## config.mk

```make
export PLATFORM = sky130hd
export DESIGN_NAME = multi_index_odometer
export DESIGN_NICKNAME = d
export VERILOG_FILES = /design/src/hw/rtl/moi_pkg.sv /design/src/hw/rtl/moi_ctrl.sv /design/src/hw/rtl/moi_dp.sv /design/src/hw/rtl/multi_index_odometer.sv
export SDC_FILE = /design/constraint.sdc
export NUM_CORES = 1
export LEC_CHECK = 0
export BUFFER_PORTS_ARGS = -buffer_cell sky130_fd_sc_hd__buf_2
export CORE_MARGIN = 2
export CORE_UTILIZATION = 45
export CTS_CLUSTER_SIZE = 25
export DETAILED_ROUTE_END_ITERATION = 7
export PLACE_DENSITY = 0.68
export SLEW_MARGIN = 5
export SYNTH_ARGS = -nofsm -noshare
export SYNTH_HDL_FRONTEND = slang
export SYNTH_SLANG_ARGS = --single-unit
```

## constraint.sdc

```tcl
create_clock -name i_clk -period 12.4 [get_ports i_clk]
set_input_delay 1.24 -clock i_clk [delete_from_list [all_inputs] [get_ports i_clk]]
set_output_delay 1.24 -clock i_clk [all_outputs]
set_load 0.01 [all_outputs]
```

## src/hw/rtl/moi_pkg.sv

```systemverilog
// Shared types and constants for the multidimensional index odometer.
`default_nettype none

package moi_pkg;

    localparam int MAX_DIMS   = 8;
    localparam int DIGIT_BITS = 4;
    localparam int FLAT_W     = 33;
    localparam int VAL_W      = 32;
    localparam int BASE_W     = 5;
    localparam int DIMS_W     = 4;
    localparam int POS_W      = 3;
    localparam int PACK_W     = MAX_DIMS * DIGIT_BITS;

    localparam int BASE_MIN = 2;
    localparam int BASE_MAX = 16;

    // division slice: quotient bits produced per cycle
    localparam int SLICE_BITS = 8;
    localparam int SLICES     = VAL_W / SLICE_BITS;
    localparam int SLICE_CW   = $clog2(SLICES);

    localparam logic [0:0] CFG_BASE = 1'b0;
    localparam logic [0:0] CFG_DIMS = 1'b1;

    typedef enum logic [2:0] {
        OP_STEP  = 3'd0,
        OP_CLEAR = 3'd1,
        OP_LOAD  = 3'd2,
        OP_SET   = 3'd3,
        OP_BUMP  = 3'd4
    } t_op;

    typedef enum logic [2:0] {
        ST_IDLE,
        ST_POW,
        ST_EXEC,
        ST_ADJ,
        ST_DIV,
        ST_DONE
    } t_state;

    // controller -> datapath
    typedef struct packed {
        logic latch;
        logic pow_step;
        logic exec;
        logic adj;
        logic div_step;
    } t_cmd;

    // datapath -> controller
    typedef struct packed {
        logic pow_last;
        logic go_adj;
        logic go_div;
        logic div_last;
    } t_stat;

endpackage

`default_nettype wire

```

## src/hw/rtl/moi_ctrl.sv

```systemverilog
// Sequencer for the odometer: power loop, execute, adjust or divide, report.
`default_nettype none

module moi_ctrl (
    input  wire logic           i_clk,
    input  wire logic           i_rst_n,
    input  wire logic           i_start,
    input  wire moi_pkg::t_stat i_stat,
    output moi_pkg::t_cmd       o_cmd,
    output logic                o_busy,
    output logic                o_strobe
);

    moi_pkg::t_state r_state;
    moi_pkg::t_state n_state;

    always_ff @(posedge i_clk) begin
        if (!i_rst_n) begin
            r_state <= moi_pkg::ST_IDLE;
        end else begin
            r_state <= n_state;
        end
    end

    // next state
    always_comb begin
        n_state = r_state;
        case (r_state)
            moi_pkg::ST_IDLE: begin
                if (i_start) n_state = moi_pkg::ST_POW;
            end
            moi_pkg::ST_POW: begin
                if (i_stat.pow_last) n_state = moi_pkg::ST_EXEC;
            end
            moi_pkg::ST_EXEC: begin
                if (i_stat.go_adj)      n_state = moi_pkg::ST_ADJ;
                else if (i_stat.go_div) n_state = moi_pkg::ST_DIV;
                else                    n_state = moi_pkg::ST_DONE;
            end
            moi_pkg::ST_ADJ: begin
                n_state = moi_pkg::ST_DONE;
            end
            moi_pkg::ST_DIV: begin
                if (i_stat.div_last) n_state = moi_pkg::ST_DONE;
            end
            moi_pkg::ST_DONE: begin
                n_state = moi_pkg::ST_IDLE;
            end
            default: begin
                n_state = moi_pkg::ST_IDLE;
            end
        endcase
    end

    // outputs
    always_comb begin
        o_cmd    = '0;
        o_busy   = 1'b1;
        o_strobe = 1'b0;
        case (r_state)
            moi_pkg::ST_IDLE: begin
                o_busy      = 1'b0;
                o_cmd.latch = i_start;
            end
            moi_pkg::ST_POW:  o_cmd.pow_step = 1'b1;
            moi_pkg::ST_EXEC: o_cmd.exec     = 1'b1;
            moi_pkg::ST_ADJ:  o_cmd.adj      = 1'b1;
            moi_pkg::ST_DIV:  o_cmd.div_step = 1'b1;
            moi_pkg::ST_DONE: o_strobe       = 1'b1;
            default: begin
                o_busy = 1'b1;
            end
        endcase
    end

endmodule

`default_nettype wire

```

## src/hw/rtl/moi_dp.sv

```systemverilog
// Odometer datapath: config, digits, flat position, power multiplier, divider.
`default_nettype none

module moi_dp (
    input  wire logic                               i_clk,
    input  wire logic                               i_rst_n,
    input  wire logic                               i_cfg_we,
    input  wire logic [0:0]                         i_cfg_idx,
    input  wire logic [moi_pkg::BASE_W-1:0]         i_cfg_wdata,
    input  wire logic [2:0]                         i_opcode,
    input  wire logic [moi_pkg::VAL_W-1:0]          i_flat_value,
    input  wire logic [moi_pkg::POS_W-1:0]          i_digit_pos,
    input  wire logic [moi_pkg::DIGIT_BITS-1:0]     i_digit_value,
    input  wire moi_pkg::t_cmd                      i_cmd,
    output moi_pkg::t_stat                          o_stat,
    output logic [moi_pkg::FLAT_W-1:0]              o_flat_position,
    output logic [moi_pkg::PACK_W-1:0]              o_digits_packed,
    output logic                                    o_at_end,
    output logic                                    o_op_error
);

    localparam int DB = moi_pkg::DIGIT_BITS;
    localparam int FW = moi_pkg::FLAT_W;
    localparam int VW = moi_pkg::VAL_W;
    localparam int BW = moi_pkg::BASE_W;
    localparam int DW = moi_pkg::DIMS_W;
    localparam int PW = moi_pkg::POS_W;
    localparam int SB = moi_pkg::SLICE_BITS;
    localparam int SC = moi_pkg::SLICE_CW;

    // raw config registers
    logic [BW-1:0] r_base;
    logic [DW-1:0] r_dims;

    // architectural state
    logic [DB-1:0] r_dig [moi_pkg::MAX_DIMS];
    logic [FW-1:0] r_flat;
    logic          r_err;

    // per-item operands
    logic [BW-1:0] r_b;
    logic [DW-1:0] r_d;
    logic [2:0]    r_op;
    logic [VW-1:0] r_fv;
    logic [PW-1:0] r_pos;
    logic [DB-1:0] r_val;

    // power loop: r_pw ends as base^dims, r_w as base^pos
    logic [FW-1:0] r_pw;
    logic [FW-1:0] r_w;
    logic [PW-1:0] r_k;

    // set/bump adjustment
    logic [FW-1:0] r_adj;
    logic          r_neg;
    logic [DB-1:0] r_newv;

    // divider
    logic [VW-1:0] r_rest;
    logic [DB-1:0] r_rem;
    logic [SC-1:0] r_slice;
    logic [PW-1:0] r_dix;

    logic [BW-1:0]   eff_b;
    logic [DW-1:0]   eff_d;
    logic            at_end;
    logic [DB-1:0]   dig_sel;
    logic            pos_bad;
    logic [DB:0]     bump_v;
    logic [DB-1:0]   newv;
    logic [DB:0]     delta;
    logic [DB-1:0]   mag;
    logic            err_now;
    logic [FW+BW-1:0] pw_prod;
    logic [FW+DB-1:0] adj_prod;
    logic [DB-1:0]   step_dig [moi_pkg::MAX_DIMS];
    logic [DB-1:0]   rem_n;
    logic [SB-1:0]   q_bits;
    logic            slice_last;
    logic            dix_last;

    // clamp config into the usable range
    always_comb begin
        if (r_base < BW'(moi_pkg::BASE_MIN))      eff_b = BW'(moi_pkg::BASE_MIN);
        else if (r_base > BW'(moi_pkg::BASE_MAX)) eff_b = BW'(moi_pkg::BASE_MAX);
        else                                      eff_b = r_base;
        if (r_dims == '0)                         eff_d = DW'(1);
        else if (r_dims > DW'(moi_pkg::MAX_DIMS)) eff_d = DW'(moi_pkg::MAX_DIMS);
        else                                      eff_d = r_dims;
    end

    assign at_end  = (r_flat == r_pw);
    assign dig_sel = r_dig[r_pos];
    assign pos_bad = ({1'b0, r_pos} >= r_d);
    assign bump_v  = {1'b0, dig_sel} + (DB+1)'(1);
    assign newv    = (r_op == moi_pkg::OP_SET) ? r_val : bump_v[DB-1:0];
    assign delta   = {1'b0, newv} - {1'b0, dig_sel};
    assign mag     = delta[DB] ? DB'(-delta) : delta[DB-1:0];
    assign pw_prod  = r_pw * r_b;
    assign adj_prod = r_w * mag;

    always_comb begin
        case (r_op)
            moi_pkg::OP_STEP:  err_now = (r_flat >= r_pw);
            moi_pkg::OP_CLEAR: err_now = 1'b0;
            moi_pkg::OP_LOAD:  err_now = ({1'b0, r_fv} >= r_pw);
            moi_pkg::OP_SET:   err_now = pos_bad || ({1'b0, r_val} >= r_b);
            moi_pkg::OP_BUMP:  err_now = pos_bad || (bump_v >= r_b);
            default:           err_now = 1'b1;
        endcase
    end

    // ripple carry across the digits in use
    always_comb begin
        logic          carry;
        logic [DB:0]   inc;
        carry = 1'b1;
        inc   = '0;
        for (int i = 0; i < moi_pkg::MAX_DIMS; i++) begin
            step_dig[i] = r_dig[i];
            if ((DW'(i) < r_d) && carry) begin
                inc = {1'b0, r_dig[i]} + (DB+1)'(1);
                if (inc == r_b) begin
                    step_dig[i] = '0;
                end else begin
                    step_dig[i] = inc[DB-1:0];
                    carry       = 1'b0;
                end
            end
        end
    end

    // one slice of restoring division by the base; remainder stays below base
    always_comb begin
        logic [DB:0] t;
        logic [DB-1:0] rem;
        rem = r_rem;
        t   = '0;
        for (int j = 0; j < SB; j++) begin
            t = {rem, r_rest[VW-1-j]};
            if (t >= r_b) begin
                rem           = DB'(t - r_b);
                q_bits[SB-1-j] = 1'b1;
            end else begin
                rem           = t[DB-1:0];
                q_bits[SB-1-j] = 1'b0;
            end
        end
        rem_n = rem;
    end

    assign slice_last = (r_slice == SC'(moi_pkg::SLICES - 1));
    assign dix_last   = (({1'b0, r_dix} + DW'(1)) == r_d);

    assign o_stat.pow_last = (({1'b0, r_k} + DW'(1)) == r_d);
    assign o_stat.go_adj   = ((r_op == moi_pkg::OP_SET) || (r_op == moi_pkg::OP_BUMP)) && !err_now;
    assign o_stat.go_div   = (r_op == moi_pkg::OP_LOAD) && !err_now;
    assign o_stat.div_last = slice_last && dix_last;

    // state with reset value
    always_ff @(posedge i_clk) begin
        if (!i_rst_n) begin
            r_base <= BW'(moi_pkg::BASE_MIN);
            r_dims <= DW'(1);
            r_flat <= '0;
            r_err  <= 1'b0;
            for (int i = 0; i < moi_pkg::MAX_DIMS; i++) r_dig[i] <= '0;
        end else if (i_cfg_we) begin
            case (i_cfg_idx)
                moi_pkg::CFG_BASE: r_base <= i_cfg_wdata;
                moi_pkg::CFG_DIMS: r_dims <= i_cfg_wdata[DW-1:0];
                default:           r_base <= r_base;
            endcase
            r_flat <= '0;
            for (int i = 0; i < moi_pkg::MAX_DIMS; i++) r_dig[i] <= '0;
        end else if (i_cmd.exec) begin
            r_err <= err_now;
            if (!err_now) begin
                case (r_op)
                    moi_pkg::OP_STEP: begin
                        r_flat <= r_flat + FW'(1);
                        for (int i = 0; i < moi_pkg::MAX_DIMS; i++) r_dig[i] <= step_dig[i];
                    end
                    moi_pkg::OP_CLEAR, moi_pkg::OP_LOAD: begin
                        r_flat <= '0;
                        for (int i = 0; i < moi_pkg::MAX_DIMS; i++) r_dig[i] <= '0;
                    end
                    default: begin
                        r_flat <= r_flat;
                    end
                endcase
            end
        end else if (i_cmd.adj) begin
            r_dig[r_pos] <= r_newv;
            // at end all digits are zero and the sum wraps to the adjustment alone
            if (at_end)     r_flat <= r_adj;
            else if (r_neg) r_flat <= r_flat - r_adj;
            else            r_flat <= r_flat + r_adj;
        end else if (i_cmd.div_step && slice_last) begin
            r_dig[r_dix] <= rem_n;
            if (dix_last) r_flat <= {1'b0, r_fv};
        end
    end

    // working registers
    always_ff @(posedge i_clk) begin
        if (i_cmd.latch) begin
            r_b   <= eff_b;
            r_d   <= eff_d;
            r_op  <= i_opcode;
            r_fv  <= i_flat_value;
            r_pos <= i_digit_pos;
            r_val <= i_digit_value;
            r_pw  <= FW'(1);
            r_k   <= '0;
        end
        if (i_cmd.pow_step) begin
            if (r_k == r_pos) r_w <= r_pw;
            r_pw <= pw_prod[FW-1:0];
            r_k  <= r_k + PW'(1);
        end
        if (i_cmd.exec) begin
            r_adj   <= adj_prod[FW-1:0];
            r_neg   <= delta[DB];
            r_newv  <= newv;
            r_rest  <= r_fv;
            r_rem   <= '0;
            r_slice <= '0;
            r_dix   <= '0;
        end
        if (i_cmd.div_step) begin
            r_rest  <= {r_rest[VW-SB-1:0], q_bits};
            r_slice <= r_slice + SC'(1);
            if (slice_last) begin
                r_rem <= '0;
                r_dix <= r_dix + PW'(1);
            end else begin
                r_rem <= rem_n;
            end
        end
    end

    always_comb begin
        for (int i = 0; i < moi_pkg::MAX_DIMS; i++) begin
            o_digits_packed[i*DB +: DB] = r_dig[i];
        end
    end

    assign o_flat_position = r_flat;
    assign o_at_end        = at_end;
    assign o_op_error      = r_err;

endmodule

`default_nettype wire

```

## src/hw/rtl/multi_index_odometer.sv

```systemverilog
// Multidimensional index odometer: one digit per dimension plus flat position.
// An accepted word runs the power loop (one base multiply a cycle), then execute;
// a set/bump or load flat that is not refused then adjusts the flat position or
// runs the 8-bit-a-cycle divider for each digit in use, and o_strobe follows.
// A new word can be taken the cycle after o_strobe.
// Reset (synchronous, i_rst_n low): base 2, dims 1, digits and flat position zero.
`default_nettype none

module multi_index_odometer (
    input  wire logic                               i_clk,
    input  wire logic                               i_rst_n,
    // command handshake: word taken when start is high and busy is low
    input  wire logic                               start,
    output logic                                    busy,
    // configuration write port
    input  wire logic                               i_cfg_we,
    input  wire logic [0:0]                         i_cfg_idx,
    input  wire logic [moi_pkg::BASE_W-1:0]         i_cfg_wdata,
    // input word
    input  wire logic [2:0]                         i_opcode,
    input  wire logic [moi_pkg::VAL_W-1:0]          i_flat_value,
    input  wire logic [moi_pkg::POS_W-1:0]          i_digit_pos,
    input  wire logic [moi_pkg::DIGIT_BITS-1:0]     i_digit_value,
    // result word, valid for the single cycle o_strobe is high
    output logic                                    o_strobe,
    output logic [moi_pkg::FLAT_W-1:0]              o_flat_position,
    output logic [moi_pkg::PACK_W-1:0]              o_digits_packed,
    output logic                                    o_at_end,
    output logic                                    o_op_error
);

    moi_pkg::t_cmd  cmd;
    moi_pkg::t_stat stat;

    // Controller: IDLE -> POW -> EXEC -> ADJ | DIV -> DONE, or EXEC -> DONE directly.
    moi_ctrl u_ctrl (
        .i_clk    (i_clk),
        .i_rst_n  (i_rst_n),
        .i_start  (start),
        .i_stat   (stat),
        .o_cmd    (cmd),
        .o_busy   (busy),
        .o_strobe (o_strobe)
    );

    // Datapath: holds config, digits and flat position. The power loop builds
    // base^dims (range limit and end marker) and base^pos (weight for set/bump).
    // Set/bump adds weight*(new-old) in one signed step; load splits the value
    // low digit first by repeated division by the base.
    moi_dp u_dp (
        .i_clk           (i_clk),
        .i_rst_n         (i_rst_n),
        .i_cfg_we        (i_cfg_we),
        .i_cfg_idx       (i_cfg_idx),
        .i_cfg_wdata     (i_cfg_wdata),
        .i_opcode        (i_opcode),
        .i_flat_value    (i_flat_value),
        .i_digit_pos     (i_digit_pos),
        .i_digit_value   (i_digit_value),
        .i_cmd           (cmd),
        .o_stat          (stat),
        .o_flat_position (o_flat_position),
        .o_digits_packed (o_digits_packed),
        .o_at_end        (o_at_end),
        .o_op_error      (o_op_error)
    );

`ifndef NO_ASSERTIONS
    // a taken word makes the block busy on the next cycle
    a_accept_busy: assert property (@(posedge i_clk) disable iff (!i_rst_n)
        (start && !busy) |=> busy)
        else $error("busy not raised after accept");

    // one result per word: each strobe is a lone pulse, low again right after it rises
    a_strobe_single: assert property (@(posedge i_clk) disable iff (!i_rst_n)
        o_strobe |=> !o_strobe)
        else $error("strobe held for more than one cycle");

    // strobe is the last busy cycle, block is free right after
    a_strobe_release: assert property (@(posedge i_clk) disable iff (!i_rst_n)
        o_strobe |-> busy ##1 !busy)
        else $error("strobe not followed by idle");

    // past the last position every digit reads zero
    a_end_zero: assert property (@(posedge i_clk) disable iff (!i_rst_n)
        (o_strobe && o_at_end) |-> (o_digits_packed == '0))
        else $error("end state with nonzero digits");
`endif

endmodule

`default_nettype wire

```

==> PnR_summary.wiki, run 1 <==
{| class="wikitable"
! Metric !! Value
|-
| First-pass iteration count of the detailed router || 7
|-
| # clock sinks || between 200 and 300
|-
| Met2 wirelength from detailed routing || between 30 and 40 mm
|-
| Kind of end point of the critical path || flop
|-
| Syn Nets || about 3400
|-
| Max Cap Viol || 0
|-
| #FFs+latches synth || 280
|-
| TritonCTS clock tree || yes
|-
| H-tree depth || 2
|-
| Min-Delay Path Class || flop to flop
|-
| Die Width || between 200 and 250 µm
|-
| WL met3 || 5.32 mm
|-
| DP HPWL || between 50 and 60 mm
|-
| Ant. Diodes || 0
|-
| Worst Skew || 25.3 ps
|-
| RD Place Congestion || roughly 0.93
|-
| Worst-margin pin slew || 1260 ps
|-
| Maximum fanout along the worst path || 8
|-
| Critical path's slowest cell || edfxtp_1
|-
| Share of flip-flops with an asynchronous set or reset after synthesis || 0%
|-
| Leading cell types by total area after synthesis || edfxtp_1 (26%), fa_1 (12%), ha_1 (11%)
|-
| Metal-1 WL || 34.1 mm
|-
| Die Y || 247 µm
|-
| Wire length of the first global-routing pass || 122 mm
|-
| Top flip-flop cell by instance count after synthesis || edfxtp_1
|-
| Area growth from synthesis to layout || 11.1%
|-
| Gr ovfl total || 0
|-
| Number of buffers inserted for hold repair after clock tree synthesis || 0
|-
| Buf/Inv on CP || 9
|-
| Portion of synthesized cell area occupied by the leading cell type || between 20% and 30%
|-
| CTS root buf || clkbuf_16
|-
| Area occupied by multi-input gates || between 15000 and 20000 µm²
|-
| Peak per-stage delay on the critical path || 410 ps
|-
| Worst Setup Start Kind || flop
|-
| Post-route minimum period || around 12000 ps
|-
| Effective utilization at floorplan || roughly 45%
|-
| Result of the run || completed
|-
| Fill cell instance count of the final layout || between 5000 and 6000
|-
| Worst R2R Setup Slack || approximately 430 ps
|-
| Critical path class || flop to flop
|-
| First-iteration detailed-routing DRC count || 1754
|-
| Wire length per cell || a little over 20 µm
|-
| Number of vias per cell || 5.80
|-
| Maximum number of pins on one net before global-route repair || around 50
|-
| Number of remaining DRC errors || 0
|-
| Die area || between 60000 and 70000 µm²
|-
| Highest Signal Layer || met4
|-
| Number of different library cells in the post-synthesis netlist || 94
|-
| Core Rows || 89
|-
| Mapped Cells || 2936
|-
| Critical path required time || 12690 ps
|-
| Clock-pin transition on the worst setup and hold timing paths || ~60 ps
|-
| Final Hold Fails || 0
|-
| Final-report setup violation count || 0
|-
| Fmax achieved || approximately 84 MHz
|-
| Total of buffers placed on input and output ports || 120
|-
| Total Negative Setup Slacks || 0 ps
|-
| TritonCTS Buffers || 36
|-
| Period utilisation layout || a little over nine tenths
|-
| Arrival time at the worst endpoint || ~12000 ps
|-
| Layout Nets || between 3000 and 4000
|-
| Total vias in the final route || ~22000
|-
| Max-Slew Margin vs Limit || 16.2%
|-
| Fin. max-slew vios || 0
|-
| Syn Area/Cell || a little over 9 µm²
|-
| Area of the mapped netlist || 26600 µm²
|-
| Number of nets with antenna violations after detailed routing || 0
|-
| Cell family with most CP delay || compound AO/OA/AOI/OAI gates
|-
| Via count of the first global-routing pass || 21500
|-
| Top cell type by total area after synthesis || edfxtp_1
|-
| Antenna violations before repair || 1
|-
| Final wirelength || 78.2 mm
|-
| Largest buffer count on any clock path || 3
|-
| Sequential fraction of the synthesis area || between 20 and 30%
|-
| GRT Util Overall || 25.6%
|-
| Most common cell type on the critical path || a21o_1
|-
| Post-synth EDFFs || around 230
|-
| Share of layout cells above drive strength 1 || about 10%
|-
| I/O Pins || between 100 and 150
|-
| Yosys warning count || 0
|-
| Sequential cell area || a little under 8000 µm²
|-
| Core area || 58800 µm²
|-
| Clock latency of the later-clocked register in the worst-skew pair || 570 ps
|}
==> sequential cells by signal, summed over array words and instances (netlist names), named ones only <==
register              flops
u_dp.o_flat_position     33
u_dp.r_adj               33
u_dp.r_pw                33
u_dp.r_w                 33
u_dp.r_dig               32
u_dp.r_fv                32
u_dp.r_rest              32
u_dp.r_b                  5
u_dp.r_base               5
u_dp.r_d                  4
u_dp.r_dims               4
u_dp.r_newv               4
u_dp.r_rem                4
u_dp.r_val                4
u_ctrl.r_state            3
u_dp.r_dix                3
u_dp.r_k                  3
u_dp.r_op                 3
u_dp.r_pos                3
u_dp.r_slice              2
u_dp.o_op_error           1
u_dp.r_neg                1
==> routing by layer <==
metal,global-route usage [%],up-vias
met5,0,-
met4,11.6,0
met3,3.81,169
met2,39.9,738
met1,35.2,10800
li1,-,10600
==> metrics by stage <==
| stage | util [%] | area, µm² | setup WS, ps | hold WS, ps | cells |
|---|---|---|---|---|---|
| floorplan | - | 26600 | 4.55 | 441 | 2936 |
| global placement | 47.8 | 28100 | -126 | 457 | 3764 |
| detailed placement | 47.8 | 28100 | -431 | 464 | 3764 |
| CTS | 49.9 | 29300 | 2.03 | 480 | 3832 |
| global route | 50.3 | 29600 | -119 | 508 | 3852 |
| finish | 50.3 | 29600 | 427 | 469 | 3852 |
==> worst min-delay path, cell delays in order (launching register included) <==
cell     delay [ps]
dfxtp_1         320
nand2_1          50
nand3_1          60
==> path summary, 6_finish.rpt <==
path	from	end	cells after the start
max	u_dp.r_rem[0]	u_dp.r_dig[7][3]	65
min	u_dp.r_dims[0]	u_dp.r_dims[0]	2
max reg2reg	u_dp.r_rem[0]	u_dp.r_dig[7][3]	65
min reg2reg	u_dp.r_dims[0]	u_dp.r_dims[0]	2
==> cell type report <==
class | count | area share [%]
clock inverters | 11 | 0.410
well taps | 773 | 3.27
inverters | 234 | 2.97
repair buffers | 177 | 3.53
clock buffers | 54 | 3.44
multi-input cells | 2323 | 59.7
flip-flops and latches | 280 | 26.7
==> timing repair <==
| item | CTS | global route |
|---|---|---|
| resized for setup | 9 | 27 |
| buffers inserted | 3 | 20 |
| pin swaps | 0 | 27 |
| setup endpoints to repair | 33 | 37 |
==> synth_stat cells, drive strengths merged (8+ instances only) <==
| library cell | instances |
|---|---|
| a211oi | 42 |
| a21boi | 10 |
| a21o | 67 |
| a21oi | 170 |
| a221oi | 12 |
| a31oi | 20 |
| and2 | 48 |
| and3 | 28 |
| and4 | 9 |
| buf | 21 |
| clkbuf | 78 |
| dfxtp | 52 |
| edfxtp | 228 |
| fa | 155 |
| ha | 236 |
| inv | 232 |
| mux2 | 18 |
| mux2i | 24 |
| mux4 | 8 |
| nand2 | 418 |
| nand2b | 34 |
| nand3 | 69 |
| nand3b | 8 |
| nand4 | 40 |
| nor2 | 242 |
| nor2b | 58 |
| nor3 | 50 |
| nor4 | 14 |
| o211ai | 17 |
| o21a | 22 |
| o21ai | 123 |
| o21bai | 13 |
| o22ai | 38 |
| o31ai | 13 |
| or2 | 9 |
| or3 | 16 |
| xnor2 | 125 |
| xor2 | 77 |
==> layout by cell type, fill, tap and decap left out, types with 10 or more instances in the layout <==
| cell | count |
|---|---|
| nand4_1 | 38 |
| nor3_1 | 49 |
| o22ai_1 | 38 |
| xor2_1 | 77 |
| edfxtp_1 | 228 |
| o31ai_1 | 12 |
| clkbuf_16 | 36 |
| xnor2_1 | 123 |
| mux2i_1 | 23 |
| and3_1 | 28 |
| o211ai_1 | 15 |
| nor2b_1 | 57 |
| a211oi_1 | 39 |
| and2_1 | 47 |
| o21ai_0 | 106 |
| inv_1 | 229 |
| or3_1 | 16 |
| o21ai_1 | 11 |
| clkbuf_1 | 13 |
| a21o_1 | 63 |
| o21bai_1 | 13 |
| mux2_2 | 12 |
| nor4_1 | 10 |
| buf_2 | 120 |
| nand3_1 | 68 |
| a31oi_1 | 20 |
| dfxtp_1 | 52 |
| nand2b_1 | 33 |
| a21oi_1 | 165 |
| a221oi_1 | 11 |
| buf_4 | 55 |
| nor2_1 | 240 |
| ha_1 | 235 |
| o21a_1 | 21 |
| fa_1 | 155 |
| nand2_1 | 417 |
==> cells by family after synthesis <==
group | after synthesis | share of synthesized area, %
AOI/OAI and AO/OA | 625 | 15.4
xor gates and xnor gates | 202 | 6.65
adders and majority gates | 391 | 22.7
buffers and inverters | 333 | 4.78
DFF | 280 | 29.6
muxes | 50 | 2.35
and+or+nand+nor | 1055 | 18.4
Power of run 1 is left out: the tool's default activity adds up to more than one toggle a clock period on the data nets, which glitch-free logic cannot reach.
==> run 2: changes to the inputs <==
--- a/config.mk
+++ b/config.mk
@@ -10,7 +10,6 @@
 export CORE_UTILIZATION = 45
 export CTS_CLUSTER_SIZE = 25
 export DETAILED_ROUTE_END_ITERATION = 7
-export PLACE_DENSITY = 0.68
 export SLEW_MARGIN = 5
 export SYNTH_ARGS = -nofsm -noshare
 export SYNTH_HDL_FRONTEND = slang
==> constraint.sdc (replaced) <==
create_clock -name i_clk -period 12.4 [get_ports i_clk]
set_input_delay 1.86 -clock i_clk [delete_from_list [all_inputs] [get_ports i_clk]]
set_output_delay 1.86 -clock i_clk [all_outputs]
set_load 0.01 [all_outputs]
==> run 2 against run 1 <==
Fmax decreased by 0.33%. Non-clock buffer count increased by 2. Hold slack improved by 11 ps. Core utilization increased by 0.40 points. Critical path type unchanged. Highest routed layer is now met5.
==> PnR_summary.wiki, run 2 (synthesis gave the netlist of run 1 again) <==
{| class="wikitable"
! Metric !! Value
|-
| Post-route worst hold slack || 480 ps (+11.1 ps)
|-
| Number of nets with antenna violations after detailed routing || 0 (unchanged)
|-
| Die Width || 247 µm (unchanged)
|-
| Number of buffers inserted for hold repair after clock tree synthesis || 0 (unchanged)
|-
| Clock latency of the later-clocked register in the worst-skew pair || 580 ps (about the same)
|-
| Worst Hold Depth || 2 (unchanged)
|-
| DP HPWL || 63.9 mm (+6.5%)
|-
| Die area || 61100 µm² (unchanged)
|-
| Antenna violations before repair || 1 (unchanged)
|-
| Via count of the first global-routing pass || 22200 (+3.1%)
|-
| Maximum fanout along the worst path || 8 (unchanged)
|-
| Instance area after placement || 28100 µm² (about the same)
|-
| Max Cap Viol || 0 (unchanged)
|-
| Max-Slew Margin vs Limit || 20.5% (+4.2 points)
|-
| Metal-1 WL || 36.7 mm (+7.8%)
|-
| Met2 wirelength from detailed routing || 37.1 mm (+6.0%)
|-
| Gr ovfl total || 0 (unchanged)
|-
| Critical path's slowest cell || edfxtp_1
|-
| First-pass iteration count of the detailed router || 5 (-2)
|-
| Effective utilization at floorplan || 45.3% (unchanged)
|-
| Worst R2R Setup Slack || 390 ps (-40 ps)
|-
| Min-Delay Path Class || flop to flop
|-
| Kind of end point of the critical path || flop
|-
| Worst Skew || 27.0 ps (+1.66 ps)
|-
| Post-layout util || 50.7% (+0.40 points)
|-
| Total vias in the final route || 22800 (+2.0%)
|-
| Number of remaining DRC errors || 0 (unchanged)
|-
| Origin of the critical flop-to-flop path || u_dp.r_b[1]
|-
| Final-report setup violation count || 0 (unchanged)
|-
| # clock sinks || 280 (unchanged)
|-
| Core Rows || 89 (unchanged)
|-
| Layout Nets || 3499 (+0.11%)
|-
| Largest buffer count on any clock path || 3 (unchanged)
|-
| Area growth from synthesis to layout || 12.0%
|-
| Worst Setup Start Kind || flop
|-
| TritonCTS Buffers || 38 (+5.6%)
|-
| Period utilisation layout || 96.9% (+0.32 points)
|-
| Post-route minimum period || 12010 ps (+40.1 ps)
|-
| First-iteration detailed-routing DRC count || 1957 (+12%)
|-
| R2r endpoint || u_dp.r_dig[1][3]
|-
| Ant. Diodes || 0 (unchanged)
|-
| I/O Pins || 121 (unchanged)
|-
| GRT Util Overall || 27.2% (+1.6 points)
|-
| Logic depth of the worst register-to-register path || 65 (unchanged)
|-
| RD Place Congestion || 0.884 (-5.0%)
|-
| Hold Crit Start || u_dp.r_dims[1]
|-
| Highest-count cells in the layout ignoring fill and taps || nand2_1 (418), nor2_1 (239), ha_1 (231)
|-
| Share of layout cells above drive strength 1 || 11.0% (+0.66 points)
|-
| Core area || 58800 µm² (unchanged)
|-
| Hold EP || u_dp.r_dims[1]
|-
| Wire length of the first global-routing pass || 128 mm (+5.5%)
|-
| Peak per-stage delay on the critical path || 390 ps (-20 ps)
|-
| Clock-pin transition on the worst setup and hold timing paths || 60 ps (about the same)
|-
| Total of buffers placed on input and output ports || 120 (unchanged)
|-
| TritonCTS clock tree || yes
|-
| Most common cell type on the critical path || a21o_1
|-
| Most common library cell in the layout ignoring fill and taps || nand2_1
|-
| Arrival time at the worst endpoint || 12430 ps (+170 ps)
|-
| Result of the run || completed
|-
| Maximum number of pins on one net before global-route repair || 51 (unchanged)
|-
| Fmax achieved || 83.2 MHz (-0.33%)
|-
| Die Y || 247 µm (unchanged)
|-
| CTS root buf || clkbuf_16
|-
| Highest Signal Layer || met5
|-
| Number of vias per cell || 5.91 (+1.8%)
|-
| H-tree depth || 2 (unchanged)
|-
| Critical path class || flop to flop
|-
| Final instance area || 29800 µm² (+0.80%)
|-
| Critical path required time || 12820 ps (+130 ps)
|-
| Wire length per cell || 21.7 µm (+6.7%)
|-
| Worst-margin pin slew || 1190 ps (-67.7 ps)
|-
| Final wirelength || 83.6 mm (+6.9%)
|-
| Fin. max-slew vios || 0 (unchanged)
|-
| Final Hold Fails || 0 (unchanged)
|-
| WL met3 || 6.17 mm (+16%)
|}
[run 2: cell count changes in the layout (fill, tap and decap cells not counted), sizes merged]
cell	change
inv	+1
clkinvlp	-1
buf	+2
clkbuf	+1
clkinv	+4
[run 2: critical path: cells and delay by family, from the launching register on]
kind,cells,cell delay [ps]
flip-flops,1,390
AO/OA/AOI/OAI,29,5220
multiplexers,7,2080
buffers and inverters,9,770
AND/OR/NAND/NOR,12,1660
adder cells (fa/ha/maj),8,1720
[run 2: per-layer routing]
layer | GRT usage (%) | vias up
met4 | 10.9 | 2
met5 | 0 | -
met1 | 37.7 | 11100
met3 | 4.51 | 181
li1 | - | 10600
met2 | 42.3 | 889
[run 2: worst max-delay path by stage]
stage	start	end	slack, ps
global placement	u_dp.r_rem[0]	u_dp.r_dig[7][3]	-70
floorplan	u_dp.r_b[1]	u_dp.r_dig[7][3]	5
finish	u_dp.r_b[1]	u_dp.r_dig[1][3]	390
detailed placement	u_dp.r_rem[0]	u_dp.r_dig[2][3]	-690
CTS	u_dp.r_b[1]	u_dp.r_dig[2][3]	50
global route	u_dp.r_b[1]	u_dp.r_dig[0][3]	-120
[run 2: layout make-up]
| cell class | instances | area, µm² |
|---|---|---|
| Clock inverter | 15 | 145 |
| Tap cell | 773 | 967 |
| Timing Repair Buffer | 179 | 1070 |
| Sequential cell | 280 | 7890 |
| Clock buffer | 55 | 1070 |
| Inverter | 234 | 878 |
| Multi-Input combinational cell | 2323 | 17800 |
| Fill cell | 5476 | 29000 |
[run 2: through the flow]
stage               instances  setup TNS [ps]  worst slack [ps]
floorplan                2936               0              4.55
global placement         3766            -508             -66.4
detailed placement       3766          -18420              -692
CTS                      3841               0              50.0
global route             3859           -1900              -121
finish                   3859               0               387
[run 2: repair_timing]
action | 4_1_cts | 5_1_grt
setup buffers | 5 | 23
pin swaps | 2 | 26
endpoints found under the setup margin | 36 | 37
gates cloned | 0 | 0
gates resized for setup | 13 | 44
Power of run 2 is left out for the same reason.
